## src/rtl/csim_pkg.sv

```systemverilog
`timescale 1ns / 1ps
// Shared widths, types and constants of the cosine similarity engine.
package csim_pkg;

	localparam int ELEM_W = 16;
	localparam int PROD_W = 2 * ELEM_W;
	localparam int ACC_W  = 48;
	localparam int OUT_W  = 16;
	localparam int FRAC   = 15;
	localparam int Q_W    = 16;
	localparam int CNT_W  = 4;

	typedef logic signed [ACC_W-1:0] acc_t;
	typedef logic [ACC_W-1:0]        uacc_t;

	localparam acc_t ACC_MAX = {1'b0, {(ACC_W-1){1'b1}}};
	localparam acc_t ACC_MIN = {1'b1, {(ACC_W-1){1'b0}}};

	localparam logic signed [OUT_W-1:0] SIM_MAX = {1'b0, {(OUT_W-1){1'b1}}};
	localparam logic signed [OUT_W-1:0] SIM_MIN = {1'b1, {(OUT_W-1){1'b0}}};

	// Highest even power of two that a nonnegative accumulator can reach.
	localparam uacc_t ROOT_BIT_INIT = {2'b01, {(ACC_W-2){1'b0}}};

	// Finished sums of one vector pair, handed from the front to the back.
	typedef struct packed {
		acc_t dot;
		acc_t norm_a;
		acc_t norm_b;
	} job_t;

	typedef enum logic [2:0] {
		ST_IDLE,
		ST_SQRT,
		ST_MUL,
		ST_CHECK,
		ST_DIV,
		ST_DONE
	} back_state_t;

endpackage

```

## src/rtl/csim_front.sv

```systemverilog
`timescale 1ns / 1ps
// Front end: accepts element pairs and keeps the three saturating running sums.
module csim_front (
	input  logic                        clk,
	input  logic                        arst_n,
	input  logic                        in_valid,
	output logic                        in_stall,
	input  logic signed [csim_pkg::ELEM_W-1:0] elem_a,
	input  logic signed [csim_pkg::ELEM_W-1:0] elem_b,
	input  logic                        last,
	output logic                        push,
	output csim_pkg::job_t              push_job,
	input  logic                        queue_full
);

	csim_pkg::acc_t dot_q;
	csim_pkg::acc_t norm_a_q;
	csim_pkg::acc_t norm_b_q;
	csim_pkg::acc_t dot_nxt;
	csim_pkg::acc_t norm_a_nxt;
	csim_pkg::acc_t norm_b_nxt;
	logic signed [csim_pkg::PROD_W-1:0] p_ab;
	logic signed [csim_pkg::PROD_W-1:0] p_aa;
	logic signed [csim_pkg::PROD_W-1:0] p_bb;
	logic accept;

	function automatic csim_pkg::acc_t sat_add(csim_pkg::acc_t acc,
			logic signed [csim_pkg::PROD_W-1:0] p);
		logic signed [csim_pkg::ACC_W:0] s;
		s = {acc[csim_pkg::ACC_W-1], acc}
			+ {{(csim_pkg::ACC_W+1-csim_pkg::PROD_W){p[csim_pkg::PROD_W-1]}}, p};
		if (s[csim_pkg::ACC_W] != s[csim_pkg::ACC_W-1]) begin
			return s[csim_pkg::ACC_W] ? csim_pkg::ACC_MIN : csim_pkg::ACC_MAX;
		end
		return s[csim_pkg::ACC_W-1:0];
	endfunction

	assign in_stall = queue_full;
	assign accept   = in_valid && !in_stall;

	assign p_ab = elem_a * elem_b;
	assign p_aa = elem_a * elem_a;
	assign p_bb = elem_b * elem_b;

	assign dot_nxt    = sat_add(dot_q, p_ab);
	assign norm_a_nxt = sat_add(norm_a_q, p_aa);
	assign norm_b_nxt = sat_add(norm_b_q, p_bb);

	assign push            = accept && last;
	assign push_job.dot    = dot_nxt;
	assign push_job.norm_a = norm_a_nxt;
	assign push_job.norm_b = norm_b_nxt;

	always_ff @(posedge clk or negedge arst_n) begin
		if (!arst_n) begin
			dot_q    <= '0;
			norm_a_q <= '0;
			norm_b_q <= '0;
		end else if (accept) begin
			if (last) begin
				dot_q    <= '0;
				norm_a_q <= '0;
				norm_b_q <= '0;
			end else begin
				dot_q    <= dot_nxt;
				norm_a_q <= norm_a_nxt;
				norm_b_q <= norm_b_nxt;
			end
		end
	end

	// Squared norms only ever grow from zero, so they can never turn negative.
	a_norm_nonneg: assert property (@(posedge clk) disable iff (!arst_n)
		!norm_a_q[csim_pkg::ACC_W-1] && !norm_b_q[csim_pkg::ACC_W-1])
		else $error("norm accumulator went negative");

	a_clear_after_last: assert property (@(posedge clk) disable iff (!arst_n)
		push |=> (dot_q == '0) && (norm_a_q == '0) && (norm_b_q == '0))
		else $error("sums not cleared after the last item");

	a_no_push_full: assert property (@(posedge clk) disable iff (!arst_n)
		!(push && queue_full))
		else $error("job pushed into a full queue");

endmodule

```

## config.mk

```make
export PLATFORM = sky130hd
export DESIGN_NAME = csim_front
export DESIGN_NICKNAME = d
export VERILOG_FILES = /design/src/rtl/csim_pkg.sv /design/src/rtl/csim_front.sv
export SDC_FILE = /design/constraint.sdc
export NUM_CORES = 2
export LEC_CHECK = 0
export BUFFER_PORTS_ARGS = -buffer_cell sky130_fd_sc_hd__buf_2
export CORE_AREA = 2 2 382 384
export CTS_CLUSTER_DIAMETER = 30
export CTS_CLUSTER_SIZE = 20
export DETAILED_ROUTE_END_ITERATION = 8
export DIE_AREA = 0 0 384 386
export GPL_TIMING_DRIVEN = 0
export PLACE_DENSITY_LB_ADDON = 0.05
export RECOVER_POWER = 100
export SLEW_MARGIN = 0
export SYNTH_ARGS = -nofsm -noshare
export SYNTH_HDL_FRONTEND = slang
export SYNTH_SLANG_ARGS = --single-unit
```

## constraint.sdc

```tcl
create_clock -name clk -period 21.8 [get_ports clk]
set_input_delay 3.27 -clock clk [delete_from_list [all_inputs] [get_ports clk]]
set_output_delay 3.27 -clock clk [all_outputs]
set_load 0.005 [all_outputs]
```

==> impl_metrics.toml <==
[status]
outcome = "finished, violations left"
violations = "max-capacitance violations, max-slew violations"

[synthesis]
synth-edff-count = 0
synth.area.top_cells = "fa_1 (44%), ha_1 (12%), inv_1 (11%)"
ys_ff_latch = 144
synth_area_leader_cell = "fa_1"
synth_top_area_share_pct = 43.7
synth_flop_cell = "dfrtp_1"
yosys_warnings = 0
async_flop_share_pct = 100
synth_cell_types = 85
synth_seq_area_share_pct = 7.60
syn_avg_cell_area_sq_um = 9.12
syn_inst = 5199
syn-cell-area_sq_um = 47400
synth.net_count = 6707

[layout]
final_layout_size_suffix_gt1_share_pct = 3.34
final_common_cell = "inv_1"
syn2layout_area_growth_pct = 8.10
layout_common_cells = "inv_1 (1348), fa_1 (1035), nand2_1 (485)"
num-nets-final = 6909
register_area_sq_um = 3600
multi_input_area_sq_um = 37800
fill_cells = 15300

[timing]
setup_viol = 0
skew_ns = 0.0253
layout_min_cycle_time_ns = 18.66
period_share_pct = 85.6
fmax_ghz = 0.0536
hold_violations = 0
worst_pin_slew_ns = 5.58
drv_slew = 154
rsz0062_at_grt = "false"
slew_headroom_pct = -272
setup_tns_ns = 0

[worst_setup_path]
crit_buf_inv = 12
critPathMaxFanout = 10
worstReg2RegEnd = "norm_a_q[31]"
critPathSlowestCell = "fa_1"
critPathRequiredTime_ns = 18.53
max_stage_delay_ns = 1.12
crit_start = "elem_a[15]"
crit_path_start_kind = "input pin"
worstRegToRegCells = 21
worstPathArrival_ns = 15.39
cp_common_cell = "clkbuf_1"
path_class = "input pin to output pin"
crit_family = "adder cells"
endpoint_kind = "output pin"
r2r-start = "norm_a_q[31]"
ff2ff_setup_slack_ns = 13.56

[hold_path]
hold_start = "dot_q[18]"
worstHoldEndpoint = "dot_q[18]"
min_path_type = "register to register"
hold_depth = 2

[clock_tree]
hold_buffers = 0
clk_pin_slew_worst_paths_ns = 0.06
cts_resized = 0
cts_max_path_buffers = 2
clk_latency_ns = 0.54
clk_root_buffer_cell = "clkbuf_16"
cts_setup_buffers = 0
cts_tree = "yes"
numCtsBuffers = 17
cts_max_level = 4
cts.sinks = 144

[detailed_routing]
vias_per_cell = 4.80
drt_iter0_markers = 2083
wl_per_cell_um = 22.7
drtPass1Iterations = 6
totalWireLength_um = 167000
ant_nets = 0
drc = 0
vias = 35200

[global_routing]
grt_max_degree = 85
overflow = 0
grt_pass1_wl_um = 252000
gr-usage-all-layers_pct = 23.4
grt_pass1_vias = 37600
antenna_found_initial = 24

[run]
cap_viol_max_count = 3

[floorplan]
io_pins = 183
core-area_sq_um = 145000
die_area_sq_um = 148000
start_util_pct = 32.8
die_h_um = 386
rows = 140
die_x_um = 384

[place]
dp_hpwl_um = 142000
port_buffers = 176
gp_congestion = 0.867
==> registers in the layout (all words and copies together) (netlist names) <==
name      cells
dot_q        48
norm_a_q     48
norm_b_q     48
==> synthesized netlist by cell type (all sizes together) (22+ instances only) <==
cell	count
ha	436
a21o	90
maj3	62
fa	1035
nand3	46
nand2	486
xnor2	110
o21ai	189
and3	24
a21oi	177
o21bai	26
inv	1349
nor2	254
nand4	27
dfrtp	144
xor2	56
clkbuf	165
a22o	22
and2	177
a221o	42
buf	49
a31oi	27
==> tightest hold or removal path, cell delays in order (launching register included) <==
cell and delay, ns:
dfrtp_1 0.35, nand2_1 0.05, o21ai_0 0.06
==> per-layer routing <==
| metal | track usage, % | vias up | routed length (um) |
|---|---|---|---|
| met2 | 36.6 | 834 | 74800 |
| met4 | 4.27 | 8 | 3050 |
| met5 | 0 | - | 55 |
| li1 | - | 16200 | - |
| met1 | 34.7 | 18100 | 80900 |
| met3 | 2.87 | 123 | 8070 |
==> logic make-up (layout without fill, tap and decap cells) <==
logic type / after synthesis / in the layout / synth area share, %
buffers and inverters: 1564 / 1779 / 12.5
AO/OA/AOI/OAI: 694 / 694 / 9.61
flip-flops: 144 / 144 / 7.60
multiplexers: 2 / 2 / 0.0422
other: 0 / 8 / 0
adder cells (fa/ha/maj): 1533 / 1533 / 56.5
XOR/XNOR: 166 / 166 / 3.12
AND/OR/NAND/NOR: 1096 / 1096 / 10.5
==> metrics by stage <==
step | hold slack, ns | setup slack [ns] | instance area (sq um) | util, % | std cells
after floorplan | 0.456 | 7.86 | 47400 | - | 5199
after global placement | 0.467 | 3.69 | 50700 | 35.1 | 7292
after detailed placement | 0.478 | 3.79 | 50800 | 35.2 | 7299
after CTS | 0.498 | 3.78 | 51500 | 35.6 | 7331
after global routing | 0.513 | 2.70 | 51200 | 35.4 | 7332
final | 0.492 | 3.14 | 51200 | 35.4 | 7339
==> worst max-delay path by stage <==
stage,to,slack (ns),depth (start not counted)
2_1_floorplan,push_job[103],7.86,27
3_3_place_gp,push_job[77],3.69,29
3_5_place_dp,push_job[76],3.79,29
4_1_cts,push_job[76],3.78,29
5_1_grt,push_job[55],2.70,28
6_report,push_job[55],3.14,28
==> cell type report <==
type / instances / share of cell area [%]
multi-input combinational: 3491 / 73.8
inverter: 1350 / 9.89
sequential: 144 / 7.03
tap: 1917 / 4.68
timing repair buffer: 183 / 1.71
buffer: 214 / 1.67
clock buffer: 22 / 0.906
clock inverter: 10 / 0.288
antenna: 8 / 0.0391
Power is left out: the tool's default activity adds up to more than one toggle a clock period on the data nets, which glitch-free logic cannot reach.
