File: src/rtl/csim_pkg.sv
`timescale 1ns / 1ps
// Shared widths, types and constants of the cosine similarity engine.
package csim_pkg;

	localparam int ELEM_W = 16;
	localparam int PROD_W = 2 * ELEM_W;
	localparam int ACC_W  = 48;
	localparam int OUT_W  = 16;
	localparam int FRAC   = 15;
	localparam int Q_W    = 16;
	localparam int CNT_W  = 4;

	typedef logic signed [ACC_W-1:0] acc_t;
	typedef logic [ACC_W-1:0]        uacc_t;

	localparam acc_t ACC_MAX = {1'b0, {(ACC_W-1){1'b1}}};
	localparam acc_t ACC_MIN = {1'b1, {(ACC_W-1){1'b0}}};

	localparam logic signed [OUT_W-1:0] SIM_MAX = {1'b0, {(OUT_W-1){1'b1}}};
	localparam logic signed [OUT_W-1:0] SIM_MIN = {1'b1, {(OUT_W-1){1'b0}}};

	// Highest even power of two that a nonnegative accumulator can reach.
	localparam uacc_t ROOT_BIT_INIT = {2'b01, {(ACC_W-2){1'b0}}};

	// Finished sums of one vector pair, handed from the front to the back.
	typedef struct packed {
		acc_t dot;
		acc_t norm_a;
		acc_t norm_b;
	} job_t;

	typedef enum logic [2:0] {
		ST_IDLE,
		ST_SQRT,
		ST_MUL,
		ST_CHECK,
		ST_DIV,
		ST_DONE
	} back_state_t;

endpackage

File: src/rtl/csim_back.sv
`timescale 1ns / 1ps
// Back end: square roots, root product, restoring division and the result register.
module csim_back (
	input  logic                              clk,
	input  logic                              arst_n,
	input  logic                              job_valid,
	input  csim_pkg::job_t                    job,
	output logic                              pop,
	output logic                              out_valid,
	input  logic                              out_stall,
	output logic signed [csim_pkg::OUT_W-1:0] similarity,
	output logic                              zero_norm
);

	csim_pkg::back_state_t state_q;
	csim_pkg::back_state_t state_nxt;

	csim_pkg::uacc_t xa_q, xb_q, ra_q, rb_q, bit_q;
	csim_pkg::uacc_t mag_q, den_q, rem_q;
	logic [csim_pkg::Q_W-1:0]   nbits_q;
	logic [csim_pkg::Q_W-1:0]   quo_q;
	logic [csim_pkg::CNT_W-1:0] cnt_q;
	logic neg_q, zero_q, sat_q;
	logic out_valid_q;
	logic signed [csim_pkg::OUT_W-1:0] sim_q;
	logic zero_out_q;

	csim_pkg::uacc_t trial_a, trial_b;
	logic [csim_pkg::ACC_W:0] rem_sh;
	logic [csim_pkg::ACC_W:0] den_x2;
	logic rem_ge;
	logic load_out;
	logic signed [csim_pkg::OUT_W-1:0] sim_nxt;

	assign trial_a = ra_q + bit_q;
	assign trial_b = rb_q + bit_q;
	assign rem_sh  = {rem_q, nbits_q[csim_pkg::Q_W-1]};
	assign rem_ge  = rem_sh >= {1'b0, den_q};
	assign den_x2  = {den_q, 1'b0};

	always_comb begin
		state_nxt = state_q;
		unique case (state_q)
			csim_pkg::ST_IDLE: begin
				if (job_valid) begin
					state_nxt = (job.norm_a == '0 || job.norm_b == '0)
						? csim_pkg::ST_DONE : csim_pkg::ST_SQRT;
				end
			end
			csim_pkg::ST_SQRT: begin
				if (bit_q[0]) begin
					state_nxt = csim_pkg::ST_MUL;
				end
			end
			csim_pkg::ST_MUL: state_nxt = csim_pkg::ST_CHECK;
			csim_pkg::ST_CHECK: begin
				state_nxt = ({1'b0, mag_q} >= den_x2) ? csim_pkg::ST_DONE : csim_pkg::ST_DIV;
			end
			csim_pkg::ST_DIV: begin
				if (cnt_q == '0) begin
					state_nxt = csim_pkg::ST_DONE;
				end
			end
			csim_pkg::ST_DONE: begin
				if (!out_valid_q || !out_stall) begin
					state_nxt = csim_pkg::ST_IDLE;
				end
			end
			default: state_nxt = csim_pkg::ST_IDLE;
		endcase
	end

	always_comb begin
		pop      = (state_q == csim_pkg::ST_IDLE) && job_valid;
		load_out = (state_q == csim_pkg::ST_DONE) && (!out_valid_q || !out_stall);
	end

	// A negative quotient may reach one step further than a positive one.
	always_comb begin
		if (zero_q) begin
			sim_nxt = '0;
		end else if (neg_q) begin
			if (sat_q || quo_q > {1'b1, {(csim_pkg::Q_W-1){1'b0}}}) begin
				sim_nxt = csim_pkg::SIM_MIN;
			end else begin
				sim_nxt = -$signed(quo_q);
			end
		end else begin
			if (sat_q || quo_q[csim_pkg::Q_W-1]) begin
				sim_nxt = csim_pkg::SIM_MAX;
			end else begin
				sim_nxt = $signed(quo_q);
			end
		end
	end

	always_ff @(posedge clk or negedge arst_n) begin
		if (!arst_n) begin
			state_q     <= csim_pkg::ST_IDLE;
			out_valid_q <= 1'b0;
		end else begin
			state_q <= state_nxt;
			if (load_out) begin
				out_valid_q <= 1'b1;
			end else if (!out_stall) begin
				out_valid_q <= 1'b0;
			end
		end
	end

	always_ff @(posedge clk) begin
		unique case (state_q)
			csim_pkg::ST_IDLE: begin
				xa_q   <= job.norm_a;
				xb_q   <= job.norm_b;
				ra_q   <= '0;
				rb_q   <= '0;
				bit_q  <= csim_pkg::ROOT_BIT_INIT;
				neg_q  <= job.dot[csim_pkg::ACC_W-1];
				mag_q  <= job.dot[csim_pkg::ACC_W-1] ? -job.dot : job.dot;
				zero_q <= (job.norm_a == '0) || (job.norm_b == '0);
				sat_q  <= 1'b0;
				quo_q  <= '0;
			end
			csim_pkg::ST_SQRT: begin
				if (xa_q >= trial_a) begin
					xa_q <= xa_q - trial_a;
					ra_q <= (ra_q >> 1) + bit_q;
				end else begin
					ra_q <= ra_q >> 1;
				end
				if (xb_q >= trial_b) begin
					xb_q <= xb_q - trial_b;
					rb_q <= (rb_q >> 1) + bit_q;
				end else begin
					rb_q <= rb_q >> 1;
				end
				bit_q <= bit_q >> 2;
			end
			csim_pkg::ST_MUL: begin
				den_q <= ra_q[csim_pkg::ACC_W/2-1:0] * rb_q[csim_pkg::ACC_W/2-1:0];
			end
			csim_pkg::ST_CHECK: begin
				// The quotient needs more than Q_W bits exactly when mag reaches twice den.
				sat_q   <= ({1'b0, mag_q} >= den_x2);
				rem_q   <= mag_q >> 1;
				nbits_q <= {mag_q[0], {(csim_pkg::Q_W-1){1'b0}}};
				cnt_q   <= csim_pkg::CNT_W'(csim_pkg::Q_W - 1);
			end
			csim_pkg::ST_DIV: begin
				if (rem_ge) begin
					rem_q <= csim_pkg::ACC_W'(rem_sh - {1'b0, den_q});
				end else begin
					rem_q <= rem_sh[csim_pkg::ACC_W-1:0];
				end
				quo_q   <= {quo_q[csim_pkg::Q_W-2:0], rem_ge};
				nbits_q <= nbits_q << 1;
				cnt_q   <= cnt_q - 1'b1;
			end
			csim_pkg::ST_DONE: begin
				if (load_out) begin
					sim_q      <= sim_nxt;
					zero_out_q <= zero_q;
				end
			end
			default: begin
			end
		endcase
	end

	assign out_valid  = out_valid_q;
	assign similarity = sim_q;
	assign zero_norm  = zero_out_q;

	a_bit_onehot: assert property (@(posedge clk) disable iff (!arst_n)
		(state_q == csim_pkg::ST_SQRT) |-> $onehot(bit_q))
		else $error("root trial bit lost its single set bit");

	a_zero_sim: assert property (@(posedge clk) disable iff (!arst_n)
		(out_valid && zero_norm) |-> (similarity == '0))
		else $error("zero norm result with nonzero similarity");

	a_rem_below_den: assert property (@(posedge clk) disable iff (!arst_n)
		(state_q == csim_pkg::ST_DIV) |-> (rem_q < den_q))
		else $error("division remainder not below divisor");

	a_load_on_free: assert property (@(posedge clk) disable iff (!arst_n)
		load_out |-> (!out_valid_q || !out_stall))
		else $error("result register overwritten while held");

endmodule

File: config.mk
export PLATFORM = sky130hd
export DESIGN_NAME = csim_back
export DESIGN_NICKNAME = d
export VERILOG_FILES = /design/src/rtl/csim_pkg.sv /design/src/rtl/csim_back.sv
export SDC_FILE = /design/constraint.sdc
export NUM_CORES = 2
export LEC_CHECK = 0
export ABC_AREA = 1
export BUFFER_PORTS_ARGS = -buffer_cell sky130_fd_sc_hd__buf_4
export CAP_MARGIN = 20
export CELL_PAD_IN_SITES_DETAIL_PLACEMENT = 0
export CELL_PAD_IN_SITES_GLOBAL_PLACEMENT = 1
export CORE_MARGIN = 4
export CORE_UTILIZATION = 51
export DETAILED_ROUTE_END_ITERATION = 8
export PLACE_DENSITY = 0.92
export SLEW_MARGIN = 30
export SYNTH_ARGS = -nofsm -noshare
export SYNTH_HDL_FRONTEND = slang
export SYNTH_SLANG_ARGS = --single-unit
File: constraint.sdc
create_clock -name clk -period 18.4 [get_ports clk]
set_input_delay 0 -clock clk [delete_from_list [all_inputs] [get_ports clk]]
set_output_delay 0 -clock clk [all_outputs]
set_load 0.03 [all_outputs]
==> summary.txt <==
Die
  • Initial Utilization: 51.46%
  • Total die area: between 100000 and 150000 sq um
  • Die Ht: 356.2 um
  • IO Pins: about 170
  • Placeable Area: around 120000 sq um
  • Rows: roughly 130
  • Die X-Extent: about 360 um

Yosys
  • Most common cell in the netlist: nand2_1
  • #FFs+latches synth: between 400 and 500
  • Syn Nets: around 10k
  • Async SR Flop Fraction: less than 1%
  • Post-synth top flop: edfxtp_1
  • Warnings from Yosys: 0
  • EDFF count, synth: around 400
  • Post-synth top cells: nand2_1, inv_1, nor2_1
  • Seq/Total Area, Yosys: 19.64%
  • Synth cell types: 54
  • Share of the synthesized area in the top cell type: around a fifth
  • Synth Cell Area: just over 60000 sq um
  • Cell taking the most area after synthesis: edfxtp_1
  • Gate count of the mapped netlist: between 9k and 10k
  • Top area cells in the synthesized netlist: edfxtp_1, nand2_1, fa_1
  • Mean Syn Cell Area: roughly 6.7 sq um

Critical path
  • R2R Setup Slk: ~11 ns
  • Worst Path Arrival: ~7.5 ns
  • Worst Setup Start Kind: flop
  • CP max-delay cell: edfxtp_1
  • Crit path cell chain: buf_4, nand2_1, fa_1, inv_1, fa_1, inv_1, fa_1, inv_1, fa_1, inv_1, fa_1, inv_1, fa_1, inv_1, fa_1, inv_1, ha_1, nand2_1, o21ai_0, a21oi_1, or2_1, nand3_1, nand2_1
  • Kind of critical path: flop to flop
  • CP bufs+invs: 8
  • Crit-path max cell delay: 0.80 ns
  • Stages on worst setup path: 23
  • R2R depth: 23
  • Critical Path Fanout Max: 18
  • CP top delay family: adder cells
  • Worst Path Required: ~19 ns
  • Crit. End Element: flop

Clock network
  • CTS tree: built
  • CTS Hold Buffers Added: around 170
  • Root cell of the clock tree: clkbuf_16
  • H-Tree Depth: 2
  • Post-CTS Setup Bufs: 0
  • CTS Buf Count: 52
  • Clk sinks: 405
  • Clock buffer depth: 3
  • CTS clk-pin slew, worst paths: ~0.06 ns
  • PostCTS Resize Cnt: 0
  • Clk_lat worst skew: 0.67 ns

Global route
  • GRT Overall Usage: between 30% and 40%
  • Largest net degree at the start of global routing: 79
  • Initial antenna violation count: 5
  • First-pass GRT wire length: roughly 340000 um
  • GRT overflow: 0
  • Vias in the first global route: about 60k

Flow run
  • Max_cap viols: 0

Drt
  • Vias per cell: between 5 and 6
  • Drt total wl: 224600 um
  • DR pass1 iterations: 5
  • DRC violations left: 0
  • 1st-iter DRT viols: approximately 6.3k
  • Routed Antenna Nets: 0
  • Via Count: 61.37k
  • Wirelength per Cell: 20.23 um

Placed design
  • Hpwl dp: between 150000 and 200000 um
  • Final Wtd Congestion: ~1
  • Port bufs: 166

Timing
  • Final Critical Period: 7.189 ns
  • Slew Viols, Final: 0
  • Maximum clock frequency: about 140 MHz
  • Relative slew slack: 37.19%
  • Clock Skew: 0.04584 ns
  • Slew @ Worst Pin: approximately 0.93 ns
  • RSZ-0062 raised after global routing: false
  • Final Hold Viols: 0
  • Setup tns final: 0 ns
  • Setup violations, final: 0
  • Final Cycle Share: 39.07%

Min path
  • Worst Hold Depth: 2
  • Worst Hold Class: input port to flop

Finish
  • Nets@finish: ~11k
  • Layout cells sized above 1: 4.207%
  • Synthesis-to-layout area growth: 10.17%

Outcome
  • Status: completed
==> cells in the final DEF, fill, tap and decap left out, types with 52 or more instances in the layout <==
cell / count
nand4_1: 157
clkbuf_16: 52
nand3_1: 503
xor2_1: 118
fa_1: 485
xnor2_1: 144
inv_1: 1897
a21oi_1: 409
edfxtp_1: 401
nor2_1: 807
o21ai_0: 402
dlygate4sd3_1: 174
ha_1: 468
nand2_1: 2754
nor3_1: 87
o21bai_1: 61
buf_4: 250
==> area by class of cell <==
type | count | area (sq um)
Clock buffer | 62 | 1339
Antenna cell | 5 | 12.51
Fill cell | 12051 | 52020
Inverter | 1905 | 7153
Clock inverter | 31 | 281.5
Multi-Input combinational cell | 6656 | 41520
Timing Repair Buffer | 426 | 3641
Sequential cell | 405 | 12140
Tap cell | 1612 | 2017
==> routing by layer <==
metal | GRT usage, % | wire length (um) | vias up
met5 | 0 | 0 | -
met4 | 14.01 | 10420 | 0
met3 | 4.611 | 18140 | 507
met2 | 57.86 | 103800 | 2587
met1 | 46.17 | 92270 | 29105
li1 | - | - | 29168
==> logic make-up after synthesis <==
kind of cell / count (synthesis) / synth area share [%]
xor gates and xnor gates: 262 / 3.712
DFF: 405 / 19.64
AOI/OAI and AO/OA: 996 / 8.669
adders and majority gates: 953 / 25.18
and+or+nand+nor: 4445 / 29.54
buffers and inverters: 2142 / 13.27
==> state kept, by name, summed over array words and instances, names as in the netlist <==
| register | flops |
|---|---|
| xa_q | 48 |
| similarity | 16 |
| sat_q | 1 |
| zero_q | 1 |
| bit_q | 24 |
| ra_q | 48 |
| rb_q | 48 |
| state_q | 3 |
| xb_q | 48 |
| neg_q | 1 |
| out_valid | 1 |
| zero_norm | 1 |
| mag_q | 48 |
| nbits_q | 1 |
| cnt_q | 4 |
| quo_q | 16 |
| den_q | 48 |
| rem_q | 48 |
==> stage by stage <==
step	worst slack, ns	utilization [%]	hold WS (ns)	std cells	cell area [sq um]
global route	11.00	56.69	0.1051	11098	68100
finish	11.21	56.69	0.1268	11102	68110
detailed placement	11.33	53.87	-0.1885	10829	64720
global placement	11.39	53.87	-0.1897	10829	64720
floorplan	10.00	-	-0.2956	9203	61820
CTS	11.32	56.67	0.09754	11096	68080
==> path summary, 6_finish.rpt <==
kind	startpoint	to
max	rb_q[3]	den_q[33]
min in group asynchronous	arst_n	state_q[2]
min reg2reg	cnt_q[0]	cnt_q[0]
max in group asynchronous	arst_n	out_valid
min	job[96]	mag_q[0]
max reg2reg	rb_q[3]	den_q[33]
Power is left out: the tool's default activity adds up to more than one toggle a clock period on the data nets, which glitch-free logic cannot reach.
