==> src/rtl/csim_pkg.sv <==
`timescale 1ns / 1ps
// Shared widths, types and constants of the cosine similarity engine.
package csim_pkg;

	localparam int ELEM_W = 16;
	localparam int PROD_W = 2 * ELEM_W;
	localparam int ACC_W  = 48;
	localparam int OUT_W  = 16;
	localparam int FRAC   = 15;
	localparam int Q_W    = 16;
	localparam int CNT_W  = 4;

	typedef logic signed [ACC_W-1:0] acc_t;
	typedef logic [ACC_W-1:0]        uacc_t;

	localparam acc_t ACC_MAX = {1'b0, {(ACC_W-1){1'b1}}};
	localparam acc_t ACC_MIN = {1'b1, {(ACC_W-1){1'b0}}};

	localparam logic signed [OUT_W-1:0] SIM_MAX = {1'b0, {(OUT_W-1){1'b1}}};
	localparam logic signed [OUT_W-1:0] SIM_MIN = {1'b1, {(OUT_W-1){1'b0}}};

	// Highest even power of two that a nonnegative accumulator can reach.
	localparam uacc_t ROOT_BIT_INIT = {2'b01, {(ACC_W-2){1'b0}}};

	// Finished sums of one vector pair, handed from the front to the back.
	typedef struct packed {
		acc_t dot;
		acc_t norm_a;
		acc_t norm_b;
	} job_t;

	typedef enum logic [2:0] {
		ST_IDLE,
		ST_SQRT,
		ST_MUL,
		ST_CHECK,
		ST_DIV,
		ST_DONE
	} back_state_t;

endpackage

==> src/rtl/csim_queue.sv <==
`timescale 1ns / 1ps
// Two-entry job queue between the accumulating front and the arithmetic back.
module csim_queue (
	input  logic           clk,
	input  logic           arst_n,
	input  logic           push,
	input  csim_pkg::job_t push_job,
	output logic           full,
	input  logic           pop,
	output logic           job_valid,
	output csim_pkg::job_t job
);

	csim_pkg::job_t entry_q [2];
	logic       wr_ptr_q;
	logic       rd_ptr_q;
	logic [1:0] count_q;

	assign full      = (count_q == 2'd2);
	assign job_valid = (count_q != 2'd0);
	assign job       = entry_q[rd_ptr_q];

	always_ff @(posedge clk) begin
		if (push) begin
			entry_q[wr_ptr_q] <= push_job;
		end
	end

	always_ff @(posedge clk or negedge arst_n) begin
		if (!arst_n) begin
			wr_ptr_q <= 1'b0;
			rd_ptr_q <= 1'b0;
			count_q  <= 2'd0;
		end else begin
			if (push) begin
				wr_ptr_q <= !wr_ptr_q;
			end
			if (pop) begin
				rd_ptr_q <= !rd_ptr_q;
			end
			if (push && !pop) begin
				count_q <= count_q + 2'd1;
			end else if (pop && !push) begin
				count_q <= count_q - 2'd1;
			end
		end
	end

	a_count_range: assert property (@(posedge clk) disable iff (!arst_n)
		count_q != 2'd3)
		else $error("queue count out of range");

	a_no_pop_empty: assert property (@(posedge clk) disable iff (!arst_n)
		!(pop && !job_valid))
		else $error("job popped from an empty queue");

	a_ptr_track: assert property (@(posedge clk) disable iff (!arst_n)
		(count_q == 2'd0 || count_q == 2'd2) |-> (wr_ptr_q == rd_ptr_q))
		else $error("queue pointers disagree with count");

endmodule

==> config.mk <==
export PLATFORM = sky130hd
export DESIGN_NAME = csim_queue
export DESIGN_NICKNAME = d
export VERILOG_FILES = /design/src/rtl/csim_pkg.sv /design/src/rtl/csim_queue.sv
export SDC_FILE = /design/constraint.sdc
export NUM_CORES = 1
export LEC_CHECK = 0
export ABC_AREA = 1
export CAP_MARGIN = 20
export CORE_MARGIN = 3
export CORE_UTILIZATION = 45
export CTS_BUF_LIST = sky130_fd_sc_hd__clkbuf_16
export DETAILED_ROUTE_END_ITERATION = 16
export DONT_BUFFER_PORTS = 1
export GPL_TIMING_DRIVEN = 1
export SLEW_MARGIN = 10
export SYNTH_ARGS = -nofsm -noshare
export SYNTH_HDL_FRONTEND = slang
export SYNTH_SLANG_ARGS = --single-unit
==> constraint.sdc <==
create_clock -name clk -period 20 [get_ports clk]
set_input_delay 2 -clock clk [delete_from_list [all_inputs] [get_ports clk]]
set_output_delay 2 -clock clk [all_outputs]
set_load 0.02 [all_outputs]
==> key figures, run 1 <==
CTS
  • Clock tree sinks: 292
  • CTS Buf Count: 30
  • Gates resized, CTS repair: 0
  • Worst-Skew Late Latency: 0.54 ns
  • Clock Tree Buf Depth: 3
  • CTS tree: done
  • H-tree depth: 1
  • Postcts setup bufs: 0
  • Clock slew at reported path FFs: 0.06 ns
  • Post-cts hold buffer count: 0
  • Root buffer cell: clkbuf_16

Routing
  • Pre-antenna DRT Iters: 4
  • Routed wire per std cell: ~23 um
  • Detailed Route Iter0 Violations: 223
  • Post-DRT Antenna Nets: 0
  • Vias per cell: 5.20
  • Remaining DRCs: 0
  • WL final: 19.2 mm
  • Via count: roughly 4300

Min path
  • Worst hold path class: register to register

Place
  • Detail Placement HPWL: 12.7 mm
  • I/O Buffers: 0
  • Placer congestion estimate: 0.735
  • Placed inst area: 11100 sq um

Global route
  • First-pass GRT wire length: around 28 mm
  • Vias in the first global route: 4679
  • Antenna violations before repair: 0
  • Gr ovfl total: 0
  • Total Routing Usage GR: 14.1%
  • Largest net degree at the start of global routing: 88

Critical path
  • Crit-path slowest cell: dfrtp_4
  • Crit path max fanout: 73
  • Crit. End Element: primary output
  • Type of element launching the critical path: register
  • Buffers and inverters on the worst path: 2
  • Worst endpoint data arrival time: 3.04 ns
  • Cell family with most CP delay: flip-flops
  • CP cell instances: buf_4 -> buf_16 -> mux2_2
  • CP Class: register to primary output
  • Worst EP required: 18.00 ns
  • Largest stage delay, worst path: between 1 and 1.5 ns

Timing
  • Layout Skew: 0.0184 ns
  • FMAX: 198 MHz
  • Final worst-path cycle share: between 20% and 30%
  • Slew HR: 30.8%
  • Final Hold Fails: 0
  • Post-layout min period: 5.04 ns
  • Slew @ Worst Pin: 1.04 ns
  • Max-slew violation count: 0
  • RSZ-0062 raised after global routing: no
  • Final setup TNS: 0 ns
  • Setup Viol. Count Final: 0

Synth
  • Post-synth top area cell: edfxtp_1
  • Most numerous cell in the Yosys netlist: edfxtp_1
  • Synth top area cells: edfxtp_1, mux2_2, mux2_4
  • Top FF cell, synth: edfxtp_1
  • Commonest cells in the netlist: edfxtp_1, mux2_2, mux2_4
  • Warnings from Yosys: 0
  • EDFF count, synth: 288
  • Share of the synthesized area in the top cell type: 80.2%
  • Synth unique cells: 14
  • Syn Area/Cell: around 23 sq um
  • Syn Inst Count: 473
  • Post-Synthesis Net Count: a little over 600
  • Synthesis-stage register bit count: roughly 290
  • FFs w/ async S/R, synth: approximately 1.4%
  • Netlist Area Pre-Place: 10800 sq um
  • Seq/Total Area, Yosys: between 80 and 90%

Floorplan
  • Die W: 161 um
  • Row cnt: 56
  • Initial core utilization: a little under half
  • Die Area: 25900 sq um
  • Die H: 161 um
  • Core area: 23500 sq um
  • I/O Pins: 294

Flow run
  • Max-Cap Viols: 0

Layout
  • Antenna cell count: 0
  • Syn-to-layout area delta: 12.1%
  • Layout cells sized above 1: 37.8%
  • Filler instances: 1885
  • Final instance area: 12100 sq um
  • Final net count: 644

Power
  • Pwr Density: 157 nW/um^2
  • Max IR drop VDD: 0.106 mV
  • Static leakage: 0.00412 uW

Run status
  • Status: completed
==> cell families (layout without fill, tap and decap cells) <==
group	Yosys count	after routing	synth area share [%]
muxes	144	144	16.8
xor gates and xnor gates	3	3	0.244
and+or+nand+nor	10	10	0.383
DFF	292	292	81.1
buffers and inverters	23	66	1.39
adders and majority gates	1	1	0.116
==> power breakdown <==
| part | switching [uW] | internal, uW |
|---|---|---|
| sequential | 57.0 | 813 |
| clock | 212 | 303 |
| combinational | 327 | 184 |
| total | 596 | 1300 |
==> area by class of cell <==
| type | count | area [sq um] | area share (%) |
|---|---|---|---|
| Clock inverter | 22 | 153 | 1.26 |
| Multi-Input combinational cell | 158 | 1900 | 15.7 |
| Timing Repair Buffer | 6 | 85.1 | 0.704 |
| Sequential cell | 292 | 8750 | 72.4 |
| Inverter | 7 | 31.3 | 0.259 |
| Clock buffer | 31 | 776 | 6.41 |
| Tap cell | 319 | 399 | 3.30 |
==> final timing paths <==
kind / from / end / slack, ns / depth (start not counted)
max: rd_ptr_q$_DFFE_PN0P_ / job[138] / 14.96 / 3
min: count_q[1]$_DFFE_PN0P_ / count_q[1]$_DFFE_PN0P_ / 0.49 / 2
max reg2reg: wr_ptr_q$_DFFE_PN0P_ / entry_q[0][98]$_DFFE_PP_ / 17.67 / 2
min reg2reg: count_q[1]$_DFFE_PN0P_ / count_q[1]$_DFFE_PN0P_ / 0.49 / 2
max in group asynchronous: arst_n / rd_ptr_q$_DFFE_PN0P_ / 18.77 / 0
min in group asynchronous: arst_n / rd_ptr_q$_DFFE_PN0P_ / 1.15 / 0
==> metrics by stage <==
step	power (uW)	setup slack, ns	hold slack, ns	utilization [%]	instances
6_report	1900	14.96	0.486	51.4	835
5_1_grt	1980	14.76	0.524	51.4	835
2_1_floorplan	1340	11.29	0.442	-	473
3_5_place_dp	1400	15.30	0.479	47.2	780
3_3_place_gp	1390	15.38	0.472	47.2	780
4_1_cts	1920	14.72	0.493	51.1	833
==> flip-flops by register name (all words and copies together) (netlist names) <==
name / count
wr_ptr_q: 1
count_q: 2
entry_q: 288
rd_ptr_q: 1
==> cell usage in the layout (no fill, tap or decap), types with 3 or more instances in the layout <==
| cell type | synthesis | routed |
|---|---|---|
| clkinv_2 | 0 | 7 |
| clkbuf_16 | 0 | 31 |
| mux2_4 | 50 | 50 |
| dfrtp_1 | 4 | 3 |
| inv_1 | 7 | 10 |
| edfxtp_1 | 288 | 288 |
| clkinv_1 | 0 | 7 |
| buf_4 | 0 | 4 |
| mux2_2 | 94 | 94 |
| nand2_1 | 6 | 6 |
==> routing by layer <==
| metal | track usage [%] | wire, um | up-vias |
|---|---|---|---|
| li1 | - | - | 1914 |
| met1 | 14.3 | 6370 | 2149 |
| met2 | 23.6 | 9300 | 238 |
| met3 | 9.44 | 3000 | 39 |
| met4 | 4.26 | 510 | 0 |
| met5 | 0 | 0 | - |
==> worst min-delay path, stage by stage, from the launching register on <==
cell and delay [ns]:
dfrtp_1 0.34, nand2_1 0.05, nand2_1 0.05
Note: power is estimated with default switching activity, not from simulation.
==> inputs of run 2 (changes only) <==
==> constraint.sdc (replaced) <==
create_clock -name clk -period 4.25 [get_ports clk]
set_input_delay 0.425 -clock clk [delete_from_list [all_inputs] [get_ports clk]]
set_output_delay 0.425 -clock clk [all_outputs]
set_load 0.02 [all_outputs]
==> run 2 against run 1 <==
Worst setup slack got worse by 13 ns. Clock skew shrank 0.011 ns. Hold slack worse by 0.32 ns. Critical path type unchanged. Largest power group unchanged. Register-to-register slack got worse by 16 ns. Via count is 13% higher. Final cell count up 18%. Sequential power rose to 4.6 times the previous value. Clock-buffer cell count fell by 2. Critical path depth down 1. Global-route usage increased by 1.2 points. Highest routed layer unchanged.
==> key figures, run 2 (synthesis gave the netlist of run 1 again) <==
Run status
  • Status: completed

Power
  • Max IR drop VDD: 0.401 mV (+280%)
  • Static leakage: 0.00471 uW (+14%)
  • Pwr Density: 660 nW/um^2 (+320%)
  • Total Power: 8900 uW (+370%)

Layout
  • Largest registers: entry_q: 288 flops, count_q: 2 flops
  • Final net count: 791 (+23%)
  • Layout cells sized above 1: 28.7% (-9.1 points)
  • Final instance area: 13500 sq um (+12%)
  • Biggest register: entry_q
  • Commonest cells after routing, fill and taps aside: edfxtp_1, dlygate4sd3_1, mux2_2
  • Most common cell after layout, fill and taps aside: edfxtp_1
  • Syn-to-layout area delta: 25.0%
  • Max reg flops: 288 (unchanged)

Routing
  • Remaining DRCs: 0 (unchanged)
  • Vias per cell: 5.00 (-3.8%)
  • Post-DRT Antenna Nets: 0 (unchanged)
  • Detailed Route Iter0 Violations: 315 (+41%)
  • Routed wire per std cell: 20.9 um (-8.8%)
  • Via count: 4916 (+13%)
  • WL final: 20.6 mm (+7.3%)
  • Pre-antenna DRT Iters: 4 (unchanged)

Timing
  • Final worst-path cycle share: between 60% and 70%
  • Layout Skew: 0.00689 ns (-0.0115 ns)
  • Max-slew violation count: 0 (unchanged)
  • FMAX: around 370 MHz
  • Worst hold slack: 0.166 ns (-0.320 ns)
  • Post-layout min period: 2.68 ns
  • Setup Viol. Count Final: 0 (unchanged)
  • Final Hold Fails: 0 (unchanged)
  • RSZ-0062 raised after global routing: no
  • Final setup margin: 1.57 ns (-13.39 ns)
  • Slew @ Worst Pin: 0.880 ns (-0.158 ns)
  • Slew HR: 41.3% (+11 points)
  • Final setup TNS: 0 ns (unchanged)

Critical path
  • R2r setup slk: 2.16 ns (-15.51 ns)
  • Worst flop-to-flop path endpoint: entry_q[1][66]$_DFFE_PP_
  • RR Startpoint: wr_ptr_q$_DFFE_PN0P_
  • Worst endpoint data arrival time: 2.26 ns (-0.78 ns)
  • CP Class: register to primary output
  • Worst EP required: 3.83 ns (-14.17 ns)
  • Worst Reg-to-Reg Cells: 3 (+1)
  • Crit. End Element: primary output
  • Type of element launching the critical path: register
  • Crit path max fanout: 38 (-48%)

CTS
  • Root buffer cell: clkbuf_16
  • Clock Tree Buf Depth: 3 (unchanged)
  • H-tree depth: 1 (unchanged)
  • Clock slew at reported path FFs: 0.06 ns (about the same)
  • Clock tree sinks: 292 (unchanged)
  • CTS Buf Count: 29 (-3.3%)
  • Postcts setup bufs: 0 (unchanged)
  • CTS tree: done
  • Gates resized, CTS repair: 0 (unchanged)
  • Post-cts hold buffer count: 147 (+147)
  • Worst-Skew Late Latency: 0.53 ns (about the same)

Min path
  • Hold Path Origin: push
  • Hold EP: count_q[0]$_DFFE_PN0P_
  • Worst hold path class: input pin to register
  • Hold Path Stages: 2 (unchanged)

Place
  • I/O Buffers: 0 (unchanged)
  • Placer congestion estimate: 0.742 (+1.1%)
  • Setup WS pre-CTS: 2.10 ns (-13.21 ns)
  • Placed inst area: 11100 sq um (+0.25%)
  • Detail Placement HPWL: 13.0 mm (+2.4%)

Global route
  • Antenna violations before repair: 1 (+1)
  • Gr ovfl total: 0 (unchanged)
  • Vias in the first global route: 5446 (+16%)
  • Total Routing Usage GR: 15.3% (+1.2 points)
  • Largest net degree at the start of global routing: 94 (+6.8%)
  • First-pass GRT wire length: 31.3 mm (+12%)

Floorplan
  • Row cnt: 56 (unchanged)
  • Die H: 161 um (unchanged)
  • I/O Pins: 294 (unchanged)
  • Initial core utilization: 45.8% (unchanged)
  • Core area: 23500 sq um (unchanged)
  • Die W: 161 um (unchanged)
  • Die Area: 25900 sq um (unchanged)

Flow run
  • Max-Cap Viols: 0 (unchanged)
run 2: power breakdown:
group	internal (uW)	switching, uW	leakage (uW)	total [uW]
clock	1290	973	0.000446	2260
sequential	3830	179	0.00275	4000
combinational	951	1690	0.00152	2640
total	6060	2840	0.00471	8900
run 2: area by class of cell:
class                           instances  area, sq um
Sequential cell                       292         8750
Clock buffer                           29          726
Antenna cell                            1         2.50
Clock inverter                         23          123
Timing Repair Buffer                  154         1560
Multi-Input combinational cell        158         1900
Tap cell                              319          399
Inverter                                7         31.3
Fill cell                            1757        10100
run 2: worst max path at each step:
| stage | start | endpoint | slack [ns] | depth (start not counted) |
|---|---|---|---|---|
| finish | rd_ptr_q$_DFFE_PN0P_ | job[58] | 1.57 | 2 |
| global route | rd_ptr_q$_DFFE_PN0P_ | job[136] | 1.45 | 2 |
| CTS | rd_ptr_q$_DFFE_PN0P_ | job[58] | 1.53 | 2 |
| detailed placement | rd_ptr_q$_DFFE_PN0P_ | job[58] | 2.10 | 2 |
| global placement | rd_ptr_q$_DFFE_PN0P_ | job[141] | 2.15 | 2 |
| floorplan | push | entry_q[1][0]$_DFFE_PP_ | 0.49 | 2 |
run 2: critical path, stage by stage (launching register included):
cell and delay (ns):
dfrtp_4 0.63, buf_4 0.58, mux2_2 0.47
run 2: routing by layer:
metal	track usage, %	share of wire, %
met1	17.9	38
met2	26.5	51
met3	5.96	9.6
met4	4.18	2.0
met5	0	0
run 2: metrics by stage:
step	std cells	util, %
6_report	983	57.3
5_1_grt	983	57.3
4_1_cts	981	57.2
3_5_place_dp	782	47.3
3_3_place_gp	782	47.3
2_1_floorplan	473	-
